$ cat config.mk
export PLATFORM = sky130hd
export DESIGN_NAME = counting_semaphore_resource_manager_top_flat
export DESIGN_NICKNAME = d
export VERILOG_FILES = /design/src/design/csrm_pkg.sv /design/src/design/csrm_if.sv /design/src/design/counting_semaphore_resource_manager_top.sv /design/src/flat_wrapper.sv
export SDC_FILE = /design/constraint.sdc
export NUM_CORES = 1
export LEC_CHECK = 0
export BUFFER_PORTS_ARGS = -buffer_cell sky130_fd_sc_hd__buf_2
export CAP_MARGIN = 10
export CELL_PAD_IN_SITES_DETAIL_PLACEMENT = 0
export CELL_PAD_IN_SITES_GLOBAL_PLACEMENT = 1
export CORE_MARGIN = 10
export CORE_UTILIZATION = 57
export DETAILED_ROUTE_END_ITERATION = 8
export PLACE_DENSITY = 0.91
export SLEW_MARGIN = 10
export SYNTH_ARGS = -nofsm -noshare
export SYNTH_HDL_FRONTEND = slang
export SYNTH_SLANG_ARGS = --single-unit
$ cat constraint.sdc
create_clock -name clk -period 9.8 [get_ports clk]
set_input_delay 1.96 -clock clk [delete_from_list [all_inputs] [get_ports clk]]
set_output_delay 1.96 -clock clk [all_outputs]
set_load 0.01 [all_outputs]
$ cat src/design/csrm_pkg.sv
// ----------------------------------------------------------------------------
// csrm_pkg
// Constants, codes and types shared by the semaphore manager files.
// ----------------------------------------------------------------------------
package csrm_pkg;

  localparam int NUM_RESOURCES = 4;
  localparam int WAIT_DEPTH    = 16;
  localparam int GRANT_ENTRIES = 32;

  localparam int PID_W   = 8;
  localparam int RES_W   = 2;
  localparam int CMD_W   = 2;
  localparam int KIND_W  = 3;
  localparam int CNT_W   = 9;
  localparam int CFG_IDX_W  = 2;
  localparam int CFG_DATA_W = 8;
  localparam int NUM_CFG    = 4;
  localparam int COUNT_MAX  = 255;

  localparam int WPTR_W  = $clog2(WAIT_DEPTH);
  localparam int WCNT_W  = $clog2(WAIT_DEPTH + 1);
  localparam int FADDR_W = $clog2(NUM_RESOURCES * WAIT_DEPTH);
  localparam int GADDR_W = $clog2(GRANT_ENTRIES);
  localparam int GIDX_W  = $clog2(GRANT_ENTRIES + 1);

  localparam logic [CMD_W-1:0] CMD_ACQUIRE     = 2'd0;
  localparam logic [CMD_W-1:0] CMD_RELEASE     = 2'd1;
  localparam logic [CMD_W-1:0] CMD_RELEASE_ALL = 2'd2;

  localparam logic [KIND_W-1:0] KIND_GRANTED    = 3'd0;
  localparam logic [KIND_W-1:0] KIND_BLOCKED    = 3'd1;
  localparam logic [KIND_W-1:0] KIND_FREED      = 3'd2;
  localparam logic [KIND_W-1:0] KIND_WOKE       = 3'd3;
  localparam logic [KIND_W-1:0] KIND_QUEUE_FULL = 3'd4;
  localparam logic [KIND_W-1:0] KIND_TABLE_FULL = 3'd5;
  localparam logic [KIND_W-1:0] KIND_DONE       = 3'd6;

  typedef logic signed [CNT_W-1:0] counter_t;

  typedef struct packed {
    logic [PID_W-1:0] pid;
    logic [RES_W-1:0] res;
  } grant_t;

endpackage

$ cat src/design/csrm_if.sv
// ----------------------------------------------------------------------------
// csrm channel interfaces
// Valid/ready channels for commands, results and register writes.
// ----------------------------------------------------------------------------
interface csrm_in_if;
  logic                       valid;
  logic                       ready;
  logic [csrm_pkg::CMD_W-1:0] command;
  logic [csrm_pkg::PID_W-1:0] pid;
  logic [csrm_pkg::RES_W-1:0] resource;
  modport source (output valid, command, pid, resource, input ready);
  modport sink   (input valid, command, pid, resource, output ready);
endinterface

interface csrm_out_if;
  logic                        valid;
  logic                        ready;
  logic [csrm_pkg::KIND_W-1:0] kind;
  logic [csrm_pkg::PID_W-1:0]  woken_pid;
  logic [csrm_pkg::RES_W-1:0]  resource_out;
  logic                        last;
  modport source (output valid, kind, woken_pid, resource_out, last, input ready);
  modport sink   (input valid, kind, woken_pid, resource_out, last, output ready);
endinterface

interface csrm_cfg_if;
  logic                            valid;
  logic                            ready;
  logic [csrm_pkg::CFG_IDX_W-1:0]  index;
  logic [csrm_pkg::CFG_DATA_W-1:0] data;
  modport source (output valid, index, data, input ready);
  modport sink   (input valid, index, data, output ready);
endinterface

$ cat src/design/counting_semaphore_resource_manager_top.sv
// Acquire: the result is registered in the emit state that follows the input transfer.
// Release one: table scan, a shift pass when a grant is removed, counter step,
// a wake state when a waiter is woken, then emit. Release all: a table sweep,
// then per freed grant a counter step (and a wake) and an emitted result, and a
// closing done result; the table holds 32 entries. Output stalls hold the emit state.
// One item at a time. Synchronous active-low reset loads every semaphore counter with 1.
// ----------------------------------------------------------------------------
// counting_semaphore_resource_manager_top
// Semaphore bank with per-resource wait FIFOs and an ordered grant table,
// both held in synchronous memories.
// ----------------------------------------------------------------------------
module counting_semaphore_resource_manager_top (
  input logic       clk,
  input logic       rst_n,
  csrm_in_if.sink   in_if,
  csrm_out_if.source out_if,
  csrm_cfg_if.sink  cfg_if
);

  localparam logic [2:0] ST_IDLE  = 3'd0;
  localparam logic [2:0] ST_SCAN1 = 3'd1;
  localparam logic [2:0] ST_SHIFT = 3'd2;
  localparam logic [2:0] ST_SCANA = 3'd3;
  localparam logic [2:0] ST_INC   = 3'd4;
  localparam logic [2:0] ST_WAKE  = 3'd5;
  localparam logic [2:0] ST_EMIT  = 3'd6;

  localparam int NR = csrm_pkg::NUM_RESOURCES;
  localparam int GW = csrm_pkg::GIDX_W;

  // memories
  csrm_pkg::grant_t              gmem [csrm_pkg::GRANT_ENTRIES];
  logic [csrm_pkg::PID_W-1:0]    fmem [NR * csrm_pkg::WAIT_DEPTH];
  csrm_pkg::grant_t              g_rdata_r;
  logic [csrm_pkg::PID_W-1:0]    f_rdata_r;

  logic                          g_we, g_re, f_we, f_re;
  logic [csrm_pkg::GADDR_W-1:0]  g_waddr, g_raddr;
  csrm_pkg::grant_t              g_wdata;
  logic [csrm_pkg::FADDR_W-1:0]  f_waddr, f_raddr;
  logic [csrm_pkg::PID_W-1:0]    f_wdata;

  // state
  logic [2:0]                    state_r;
  csrm_pkg::counter_t            cnt_r   [NR];
  logic [csrm_pkg::WPTR_W-1:0]   head_r  [NR];
  logic [csrm_pkg::WPTR_W-1:0]   tail_r  [NR];
  logic [csrm_pkg::WCNT_W-1:0]   wcnt_r  [NR];
  logic [GW-1:0]                 used_r, idx_r, p_idx_r, keep_r, nf_r, fi_r;
  logic                          p_v_r;
  logic [csrm_pkg::RES_W-1:0]    freed_r [csrm_pkg::GRANT_ENTRIES];
  logic [csrm_pkg::CMD_W-1:0]    cmd_r;
  logic [csrm_pkg::PID_W-1:0]    pid_r;
  logic [csrm_pkg::RES_W-1:0]    res_r;
  logic [csrm_pkg::KIND_W-1:0]   kind_r;
  logic [csrm_pkg::PID_W-1:0]    woken_r;
  logic                          last_r;
  logic                          out_valid_r;
  logic [csrm_pkg::KIND_W-1:0]   out_kind_r;
  logic [csrm_pkg::PID_W-1:0]    out_woken_r;
  logic [csrm_pkg::RES_W-1:0]    out_res_r;
  logic                          out_last_r;

  logic                          in_fire, issue, scan_done, table_full, res_ok;
  logic [csrm_pkg::RES_W-1:0]    inc_res;
  logic                          g_match;

  function automatic logic [csrm_pkg::FADDR_W-1:0] faddr(
    input logic [csrm_pkg::RES_W-1:0]  r,
    input logic [csrm_pkg::WPTR_W-1:0] p
  );
    faddr = csrm_pkg::FADDR_W'(32'(r) * csrm_pkg::WAIT_DEPTH + 32'(p));
  endfunction

  function automatic logic [csrm_pkg::WPTR_W-1:0] wrap_inc(
    input logic [csrm_pkg::WPTR_W-1:0] p
  );
    if (32'(p) == csrm_pkg::WAIT_DEPTH - 1) begin
      wrap_inc = '0;
    end else begin
      wrap_inc = p + 1'b1;
    end
  endfunction

  function automatic csrm_pkg::counter_t sat_inc(input csrm_pkg::counter_t c);
    if (c < csrm_pkg::CNT_W'(csrm_pkg::COUNT_MAX)) begin
      sat_inc = c + csrm_pkg::counter_t'(1);
    end else begin
      sat_inc = c;
    end
  endfunction

  assign in_if.ready      = (state_r == ST_IDLE);
  assign cfg_if.ready     = 1'b1;
  assign out_if.valid     = out_valid_r;
  assign out_if.kind      = out_kind_r;
  assign out_if.woken_pid = out_woken_r;
  assign out_if.resource_out = out_res_r;
  assign out_if.last      = out_last_r;

  assign in_fire    = in_if.valid && in_if.ready;
  assign issue      = (idx_r < used_r);
  assign scan_done  = !issue && !p_v_r;
  assign table_full = (32'(used_r) >= csrm_pkg::GRANT_ENTRIES);
  assign res_ok     = (32'(in_if.resource) < NR);
  assign g_match    = (g_rdata_r.pid == pid_r) && (g_rdata_r.res == res_r);
  assign inc_res    = (cmd_r == csrm_pkg::CMD_RELEASE_ALL) ?
                      freed_r[fi_r[csrm_pkg::GADDR_W-1:0]] : res_r;

  // memory port muxes
  always_comb begin
    g_we    = 1'b0;
    g_waddr = '0;
    g_wdata = '0;
    g_re    = 1'b0;
    g_raddr = idx_r[csrm_pkg::GADDR_W-1:0];
    f_we    = 1'b0;
    f_waddr = faddr(in_if.resource, tail_r[in_if.resource]);
    f_wdata = in_if.pid;
    f_re    = 1'b0;
    f_raddr = faddr(inc_res, head_r[inc_res]);
    unique case (state_r)
      ST_IDLE: begin
        if (in_fire && res_ok && in_if.command == csrm_pkg::CMD_ACQUIRE) begin
          if (cnt_r[in_if.resource] >= 1) begin
            g_we    = !table_full;
            g_waddr = used_r[csrm_pkg::GADDR_W-1:0];
            g_wdata = '{pid: in_if.pid, res: in_if.resource};
          end else begin
            f_we = (32'(wcnt_r[in_if.resource]) < csrm_pkg::WAIT_DEPTH);
          end
        end
      end
      ST_SCAN1: g_re = issue;
      ST_SHIFT: begin
        g_re    = issue;
        g_we    = p_v_r;
        g_waddr = csrm_pkg::GADDR_W'(p_idx_r - 1'b1);
        g_wdata = g_rdata_r;
      end
      ST_SCANA: begin
        g_re    = issue;
        g_we    = p_v_r && (g_rdata_r.pid != pid_r);
        g_waddr = keep_r[csrm_pkg::GADDR_W-1:0];
        g_wdata = g_rdata_r;
      end
      ST_INC: f_re = (cnt_r[inc_res] < 0) && (wcnt_r[inc_res] != '0);
      ST_WAKE: begin
        g_we    = !table_full;
        g_waddr = used_r[csrm_pkg::GADDR_W-1:0];
        g_wdata = '{pid: f_rdata_r, res: res_r};
      end
      ST_EMIT: ;
      default: ;
    endcase
  end

  always_ff @(posedge clk) begin
    if (g_we) begin
      gmem[g_waddr] <= g_wdata;
    end
    if (g_re) begin
      g_rdata_r <= gmem[g_raddr];
    end
  end

  always_ff @(posedge clk) begin
    if (f_we) begin
      fmem[f_waddr] <= f_wdata;
    end
    if (f_re) begin
      f_rdata_r <= fmem[f_raddr];
    end
  end

  always_ff @(posedge clk) begin
    if (!rst_n) begin
      state_r     <= ST_IDLE;
      used_r      <= '0;
      idx_r       <= '0;
      p_idx_r     <= '0;
      p_v_r       <= 1'b0;
      keep_r      <= '0;
      nf_r        <= '0;
      fi_r        <= '0;
      out_valid_r <= 1'b0;
      for (int r = 0; r < NR; r++) begin
        cnt_r[r]  <= csrm_pkg::CNT_W'(1);
        head_r[r] <= '0;
        tail_r[r] <= '0;
        wcnt_r[r] <= '0;
      end
    end else begin
      if (out_valid_r && out_if.ready) begin
        out_valid_r <= 1'b0;
      end
      // register write reloads the counter and empties the wait FIFO
      if (cfg_if.valid && cfg_if.ready && 32'(cfg_if.index) < NR) begin
        cnt_r[cfg_if.index]  <= csrm_pkg::counter_t'({1'b0, cfg_if.data});
        head_r[cfg_if.index] <= '0;
        tail_r[cfg_if.index] <= '0;
        wcnt_r[cfg_if.index] <= '0;
      end
      // shared read-ahead for the table sweeps
      if (state_r == ST_SCAN1 || state_r == ST_SHIFT || state_r == ST_SCANA) begin
        p_v_r   <= issue;
        p_idx_r <= idx_r;
        if (issue) begin
          idx_r <= idx_r + 1'b1;
        end
      end
      unique case (state_r)
        ST_IDLE: begin
          if (in_fire) begin
            cmd_r  <= in_if.command;
            pid_r  <= in_if.pid;
            res_r  <= in_if.resource;
            idx_r  <= '0;
            p_v_r  <= 1'b0;
            keep_r <= '0;
            nf_r   <= '0;
            fi_r   <= '0;
            woken_r <= '0;
            last_r <= 1'b1;
            priority if (in_if.command == csrm_pkg::CMD_RELEASE_ALL) begin
              state_r <= ST_SCANA;
            end else if (!res_ok) begin
              state_r <= ST_IDLE;
            end else if (in_if.command == csrm_pkg::CMD_RELEASE) begin
              state_r <= ST_SCAN1;
            end else if (in_if.command == csrm_pkg::CMD_ACQUIRE) begin
              state_r <= ST_EMIT;
              if (cnt_r[in_if.resource] >= 1) begin
                if (table_full) begin
                  kind_r <= csrm_pkg::KIND_TABLE_FULL;
                end else begin
                  kind_r <= csrm_pkg::KIND_GRANTED;
                  cnt_r[in_if.resource] <= cnt_r[in_if.resource] - csrm_pkg::counter_t'(1);
                  used_r <= used_r + 1'b1;
                end
              end else if (32'(wcnt_r[in_if.resource]) >= csrm_pkg::WAIT_DEPTH) begin
                kind_r <= csrm_pkg::KIND_QUEUE_FULL;
              end else begin
                kind_r <= csrm_pkg::KIND_BLOCKED;
                cnt_r[in_if.resource]  <= cnt_r[in_if.resource] - csrm_pkg::counter_t'(1);
                tail_r[in_if.resource] <= wrap_inc(tail_r[in_if.resource]);
                wcnt_r[in_if.resource] <= wcnt_r[in_if.resource] + 1'b1;
              end
            end else begin
              state_r <= ST_IDLE;
            end
          end
        end
        ST_SCAN1: begin
          if (p_v_r && g_match) begin
            state_r <= ST_SHIFT;
          end else if (scan_done) begin
            if (cnt_r[res_r] < 0 && wcnt_r[res_r] != '0 && table_full) begin
              kind_r  <= csrm_pkg::KIND_TABLE_FULL;
              state_r <= ST_EMIT;
            end else begin
              state_r <= ST_INC;
            end
          end
        end
        ST_SHIFT: begin
          if (scan_done) begin
            used_r  <= used_r - 1'b1;
            state_r <= ST_INC;
          end
        end
        ST_SCANA: begin
          if (p_v_r) begin
            if (g_rdata_r.pid == pid_r) begin
              freed_r[nf_r[csrm_pkg::GADDR_W-1:0]] <= g_rdata_r.res;
              nf_r <= nf_r + 1'b1;
            end else begin
              keep_r <= keep_r + 1'b1;
            end
          end else if (scan_done) begin
            used_r <= keep_r;
            if (nf_r == '0) begin
              kind_r  <= csrm_pkg::KIND_DONE;
              res_r   <= '0;
              state_r <= ST_EMIT;
            end else begin
              last_r  <= 1'b0;
              state_r <= ST_INC;
            end
          end
        end
        ST_INC: begin
          res_r   <= inc_res;
          woken_r <= '0;
          if (cnt_r[inc_res] < 0 && wcnt_r[inc_res] != '0) begin
            state_r <= ST_WAKE;
          end else begin
            cnt_r[inc_res] <= sat_inc(cnt_r[inc_res]);
            kind_r  <= csrm_pkg::KIND_FREED;
            state_r <= ST_EMIT;
          end
        end
        ST_WAKE: begin
          if (!table_full) begin
            used_r <= used_r + 1'b1;
          end
          head_r[res_r] <= wrap_inc(head_r[res_r]);
          wcnt_r[res_r] <= wcnt_r[res_r] - 1'b1;
          cnt_r[res_r]  <= sat_inc(cnt_r[res_r]);
          kind_r  <= csrm_pkg::KIND_WOKE;
          woken_r <= f_rdata_r;
          state_r <= ST_EMIT;
        end
        ST_EMIT: begin
          if (!out_valid_r || out_if.ready) begin
            out_valid_r <= 1'b1;
            out_kind_r  <= kind_r;
            out_woken_r <= woken_r;
            out_res_r   <= res_r;
            out_last_r  <= last_r;
            priority if (last_r) begin
              state_r <= ST_IDLE;
            end else if (fi_r + 1'b1 < nf_r) begin
              fi_r    <= fi_r + 1'b1;
              state_r <= ST_INC;
            end else begin
              // all freed grants reported: close with done
              kind_r  <= csrm_pkg::KIND_DONE;
              woken_r <= '0;
              res_r   <= '0;
              last_r  <= 1'b1;
            end
          end
        end
        default: state_r <= ST_IDLE;
      endcase
    end
  end

endmodule

$ cat src/flat_wrapper.sv
// flat-port wrapper written by rule: the top's interface ports become plain ports
module counting_semaphore_resource_manager_top_flat 
  (clk, rst_n, in_if_valid, in_if_command, in_if_pid, in_if_resource, in_if_ready, out_if_valid, out_if_kind, out_if_woken_pid, out_if_resource_out, out_if_last, out_if_ready, cfg_if_valid, cfg_if_index, cfg_if_data, cfg_if_ready);
  csrm_in_if in_if_i ();
  csrm_out_if out_if_i ();
  csrm_cfg_if cfg_if_i ();
  input logic clk;
  input logic rst_n;
  input wire logic [$bits(in_if_i.valid)-1:0] in_if_valid;
  input wire logic [$bits(in_if_i.command)-1:0] in_if_command;
  input wire logic [$bits(in_if_i.pid)-1:0] in_if_pid;
  input wire logic [$bits(in_if_i.resource)-1:0] in_if_resource;
  output wire logic [$bits(in_if_i.ready)-1:0] in_if_ready;
  output wire logic [$bits(out_if_i.valid)-1:0] out_if_valid;
  output wire logic [$bits(out_if_i.kind)-1:0] out_if_kind;
  output wire logic [$bits(out_if_i.woken_pid)-1:0] out_if_woken_pid;
  output wire logic [$bits(out_if_i.resource_out)-1:0] out_if_resource_out;
  output wire logic [$bits(out_if_i.last)-1:0] out_if_last;
  input wire logic [$bits(out_if_i.ready)-1:0] out_if_ready;
  input wire logic [$bits(cfg_if_i.valid)-1:0] cfg_if_valid;
  input wire logic [$bits(cfg_if_i.index)-1:0] cfg_if_index;
  input wire logic [$bits(cfg_if_i.data)-1:0] cfg_if_data;
  output wire logic [$bits(cfg_if_i.ready)-1:0] cfg_if_ready;
  assign in_if_i.valid = in_if_valid;
  assign in_if_i.command = in_if_command;
  assign in_if_i.pid = in_if_pid;
  assign in_if_i.resource = in_if_resource;
  assign in_if_ready = in_if_i.ready;
  assign out_if_valid = out_if_i.valid;
  assign out_if_kind = out_if_i.kind;
  assign out_if_woken_pid = out_if_i.woken_pid;
  assign out_if_resource_out = out_if_i.resource_out;
  assign out_if_last = out_if_i.last;
  assign out_if_i.ready = out_if_ready;
  assign cfg_if_i.valid = cfg_if_valid;
  assign cfg_if_i.index = cfg_if_index;
  assign cfg_if_i.data = cfg_if_data;
  assign cfg_if_ready = cfg_if_i.ready;
  counting_semaphore_resource_manager_top u_core (.clk(clk), .rst_n(rst_n), .in_if(in_if_i), .out_if(out_if_i), .cfg_if(cfg_if_i));
endmodule
## Word-level counts from Yosys, hierarchy flattened

Memories as Yosys holds them, arrays and structs flattened. A register that Yosys moved wholly into a read port is not among the register bits.
Index checks and enable logic that the tools add are counted.

- Equal/unequal tests: 37
- Bitwise operators: 1
- Reductions and logical operators: 53
- $add $sub $neg: 16
- Muxes and demuxes: 197
- Order comparisons: 10
- Shifts and indexed selects: 0
- Multipliers: 0
- Divide/modulo/power cells: 0

Operator list:

| kind | number |
|---|---|
| $mux W6 | 21 |
| $mux W9 | 12 |
| $mux W3 | 29 |
| $mux W1 | 69 |
| $mux W4 | 16 |
| $mux W2 | 25 |
| $pmux W6 S2 | 3 |
| $reduce_or A9 Y1 | 4 |
| $mux W5 | 7 |
| $mux W8 | 4 |
| $pmux W8 S4 | 1 |
| $add A6 B1 Y6 const B | 5 |
| $ne A2 B2 Y1 const B | 15 |
| $pmux W10 S3 | 1 |
| $pmux W6 S4 | 1 |
| $pmux W3 S7 | 1 |
| $mux W10 | 2 |
| $pmux W5 S4 | 1 |
| $add A9 B2 Y9 const B | 2 |
| $lt A9 B1 Y1 const B | 2 |
| $lt A9 B9 Y1 const B | 2 |
| $pmux W3 S6 | 1 |
| $reduce_and A9 Y1 | 2 |
| $reduce_and A16 Y1 | 1 |
| other kinds (47) | 87 |

- Input port bits: 27
- Flip-flop bits (word level): 78
- Bits in read-only memories: 0
- Memories: 7
- Output and inout port bits: 17
- RAM bits: 984
- Bits in latches: 0
- Logic and storage cells: 340

Memory list:

| name | depth | bits a word | read ports | clocked after memory_dff | wr ports | RTL line | source |
|---|---|---|---|---|---|---|---|
| u_core.fmem | 64 | 8 | 1 | 1 | 1 | counting_semaphore_resource_manager_top.sv:33 | `logic [csrm_pkg::PID_W-1:0] fmem [NR * csrm_pkg::WAIT_DEPTH];` |
| u_core.gmem | 32 | 10 | 1 | 1 | 1 | counting_semaphore_resource_manager_top.sv:32 | `csrm_pkg::grant_t gmem [csrm_pkg::GRANT_ENTRIES];` |
| u_core.freed_r | 32 | 2 | 1 | 1 | 1 | counting_semaphore_resource_manager_top.sv:51 | `logic [csrm_pkg::RES_W-1:0] freed_r [csrm_pkg::GRANT_ENTRIES];` |
| u_core.cnt_r | 4 | 9 | 3 | 1 | 4 | counting_semaphore_resource_manager_top.sv:45 | `csrm_pkg::counter_t cnt_r [NR];` |
| u_core.wcnt_r | 4 | 5 | 3 | 1 | 4 | counting_semaphore_resource_manager_top.sv:48 | `logic [csrm_pkg::WCNT_W-1:0] wcnt_r [NR];` |
| u_core.head_r | 4 | 4 | 2 | 1 | 4 | counting_semaphore_resource_manager_top.sv:46 | `logic [csrm_pkg::WPTR_W-1:0] head_r [NR];` |
| 1 more memories | -- | -- | -- | -- | -- | -- |  |

## Depth between registers and ports, before layout

An unclocked memory read counts as a cell.

- Depth in word-level cells: 16
- Depth in mapped cells: 19
- Depth with buffers taken out: 14

## Worst setup path after synthesis

No wires, ideal clock.

- Path type: input port to flip-flop
- Start point: input in_if_resource[0]
- End point: memory u_core.gmem[20][0] in the netlist's numbering, enable pin
- Setup slack: 4,064 ps
- Stages on the path: 11
- Required time: 9,424 ps
- Arrival time: 5,359 ps
- Library setup time: 376 ps
- Path buffers: 2
- Cells stage by stage: buf_4 > mux4_2 > ha_1 > nor4_1 > a21oi_2 > and3_1 > or2_1 > buf_2 > a222oi_1 > or3b_1 > nor2_1

- Longest elaborated chain between the ends: 7
- Elaborated cells between the ends (all ways): 10
- Those cells by class: 1 x order compare; 8 x mux; 1 x memory

RTL lines:

| item | RTL line | source |
|---|---|---|
| from (decl) | flat_wrapper.sv:12 | `input wire logic [$bits(in_if_i.resource)-1:0] in_if_resource;` |
| $mem_v2 Z4 W9 (*) | -- |  |
| $ge A9 B2 Y1 (*) | counting_semaphore_resource_manager_top.sv:125 | `if (cnt_r[in_if.resource] >= 1) begin` |
| $mux W1 | counting_semaphore_resource_manager_top.sv:125 |  |
| $mux W1 | counting_semaphore_resource_manager_top.sv:124 | `if (in_fire && res_ok && in_if.command == csrm_pkg::CMD_ACQUIRE) begin` |
| $pmux W1 S4 | counting_semaphore_resource_manager_top.sv:122 | `unique case (state_r)` |
| $mux W1 | counting_semaphore_resource_manager_top.sv:159 | `if (g_we) begin` |
| $mux W1 (not written as such) | counting_semaphore_resource_manager_top.sv:160 | `gmem[g_waddr] <= g_wdata;` |
| to (decl) | counting_semaphore_resource_manager_top.sv:32 |  |

Mark *: on every way between the ends. The rest lies on a longest branch, timed or not.

## Worst setup path after layout

- Start point: input in_if_resource[0]
- End point: memory u_core.gmem[12][8] in the netlist's numbering, enable pin

The elaborated chain is that of the path after synthesis.

==> flow_summary.toml <==
[outcome]
status = "finished, final reports clean"

[cts]
cts_setup_buffers = 0
clk_pin_slew_ps = 60
max-clock-path-buffers = 3
cts_buffers = 106
cts-root-buf = "clkbuf_16"
cts.sinks = 1087
hold_buffers = 0
htree_levels = 3
cts_resized = 0
cts_tree = "built"
insertion_delay_ps = 680

[hold_path]
hold_class = "register to register"
hold-path-cell-count = 0

[worst_setup_path]
path_class = "input pin to register"
r2r_cells = 13
cp-start-kind = "input pin"
cp.arrival_ps = 7190
r2r_slack_ps = 3960
worstSetupEndpointType = "register"
worstPathRequired_ps = 10080
critPathMaxFanout = 27

[finish]
n_antenna_cell = 0
area_delta_synth_final_pct = 9.552
drive_gt1_frac = 0.1020
nNetsFinal = 3493

[pwr]
ir_drop_mv = 0.1826
power.total_mw = 11.95
power_density_mw_per_mm2 = 233.9
p_leak_nw = 16.88

[synthesis]
syn_avg_cell_area_um2 = 13.61
netlist.area_leader.share = 0.6697
synth_common_cells = "1,040 x edfxtp_1, 625 x nand2_1, 317 x nor2_1"
synth_most_common_cell = "edfxtp_1"
synth_cell_types = 82
synth-adder-area-share = 0.009552
ys_ff_latch = 1087
synthCells = 3427
netlist_area_mm2 = 0.04663
synth-simple-area-share = 0.1281
synth_ff_type = "edfxtp_1"
synthTopCellsByArea = "edfxtp_1 67%, nand2_1 5.0%, mux2i_1 4.6%, mux4_2 3.9%, nor2_1 2.6%"
synth_xor_xnor_area_share = 0.01033
synth_top_family_by_area = "simple AND/OR/NAND/NOR gates"
synthesis.nets = 3489
synthMuxAreaShare = 0.08924
synth-compound-area-share = 0.05144
synthArstFlopShare = 0
synth-edff-count = 1040
ys_seq_area_frac = 0.6899
synth-warning-count = 0
yosys.area.top_type = "edfxtp_1"

[timing]
fin_skew_ps = 31.42
layout_worst_path_cycle_share = 0.7048
final-setup-viol-count = 0
final-hold-violation-count = 0
fin_tns_setup_ps = 0
fmax_mhz = 144.8
rsz0062_at_grt = "false"
slew_violations = 0
tightest_slew_ps = 1198
post-route-min-period_ps = 6907
maxSlewHeadroom = 0.1942

[floorplan]
initial_core_util = 0.5771
row_count = 104
core-area_mm2 = 0.08081
io_pins = 44
dieArea_mm2 = 0.09365
die_w_um = 306.0
die_h_um = 306.0

[grt]
grt_overflow = 0
grt_pass1_vias = 28110
antenna_found_initial = 4
grt_pass1_wl_um = 175300
track_usage = 0.2443
grt_max_degree = 218

[placed_design]
place_hpwl_um = 72970
place_congestion = 0.8714
io_buffers = 42

[routing]
firstDrtPassIters = 5
drt_drc_violations_left = 0
vias = 29330
wl_um = 116500
avgViaCountPerCell = 6.417
dr.first_iter.drc_count = 4301
routedWlPerCell_um = 25.48
postRouteAntennaNets = 0

[run]
drv_cap = 0
metrics by stage:
step / utilization / worst slack, ps / instance area (um^2) / hold slack, ps / std cells
6_report: 0.6322 / 2893 / 51090 / 417.3 / 4571
2_1_floorplan: - / 4064 / 46630 / 400.3 / 3427
3_3_place_gp: 0.5912 / 2509 / 47770 / 401.7 / 4383
5_1_grt: 0.6322 / 2646 / 51090 / 426.2 / 4571
3_5_place_dp: 0.5912 / 2407 / 47770 / 406.2 / 4383
4_1_cts: 0.6322 / 3105 / 51090 / 415.7 / 4571
sequential cells by signal, summed over array words and instances (netlist names), 8 cells and up, named ones only:
name	count
u_core.woken_r	8
u_core.out_if.woken_pid	8
u_core.gmem	320
u_core.fmem	512
u_core.cnt_r	36
u_core.g_rdata_r	10
u_core.tail_r	16
u_core.head_r	16
u_core.wcnt_r	20
u_core.f_rdata_r	8
u_core.pid_r	8
u_core.freed_r	64
routing by layer:
layer	track usage	routed length, um
met1	0.3401	46220
met2	0.3807	53540
met3	0.04928	12300
met4	0.08894	4416
met5	0	18
layout make-up:
class                           instances  area [um^2]
Sequential cell                      1087        32180
Fill cell                            5751        29720
Multi-Input combinational cell       2106        13530
Clock buffer                          134         2809
Tap cell                             1060         1326
Timing Repair Buffer                   91        590.6
Clock inverter                         54        508.0
Inverter                               39        146.4
final timing paths:
path                     start                    endpoint
min reg2reg  u_core.woken_r[4]  u_core.out_if.woken_pid[4]
max reg2reg           register         u_core.f_rdata_r[6]
min          u_core.woken_r[4]  u_core.out_if.woken_pid[4]
max          in_if_resource[0]          u_core.gmem[12][8]
cells by family after synthesis:
group           Yosys count
xor+xnor                 55
fa+ha+maj                35
compound gates          337
simple gates           1367
flops                  1087
mux                     311
other cells               1
buf+inv                 234
power by group:
group	internal (mW)	total, mW	switching [mW]	leakage [nW]
clock	2.19	3.90	1.71	1.60
combinational	0.832	2.52	1.69	5.35
sequential	5.40	5.53	0.131	9.92
placed cells by master (no fill, tap or decap), types with 12 or more instances in the layout:
cell type | synthesis | routed
a211oi_1 | 17 | 17
a21o_1 | 18 | 18
a21oi_1 | 53 | 53
a22oi_1 | 12 | 12
a31oi_1 | 31 | 31
a32oi_1 | 42 | 42
and2_1 | 19 | 19
buf_2 | 27 | 42
buf_4 | 10 | 48
clkbuf_1 | 131 | 24
clkbuf_16 | 0 | 107
clkinv_1 | 2 | 21
clkinv_2 | 0 | 14
dfxtp_1 | 47 | 45
edfxtp_1 | 1040 | 1040
ha_1 | 34 | 34
inv_1 | 37 | 37
mux2i_1 | 214 | 214
mux4_2 | 80 | 80
nand2_1 | 625 | 625
nand2b_1 | 16 | 16
nand3_1 | 208 | 208
nand3b_1 | 12 | 12
nand4_1 | 66 | 66
nor2_1 | 317 | 317
nor2b_1 | 33 | 33
nor3_1 | 18 | 18
o21ai_0 | 58 | 58
o221ai_1 | 30 | 30
or3_1 | 12 | 12
xnor2_1 | 34 | 34
xor2_1 | 21 | 21
critical path: stages:
cell and delay [ps]:
buf_2 630, mux4_2 650, ha_1 220, nor4_1 580, a21oi_2 290, and3_1 390
or2_1 400, a21oi_1 930, nand2_1 330, nor2_1 780
Power figures use the tool's default switching activity.
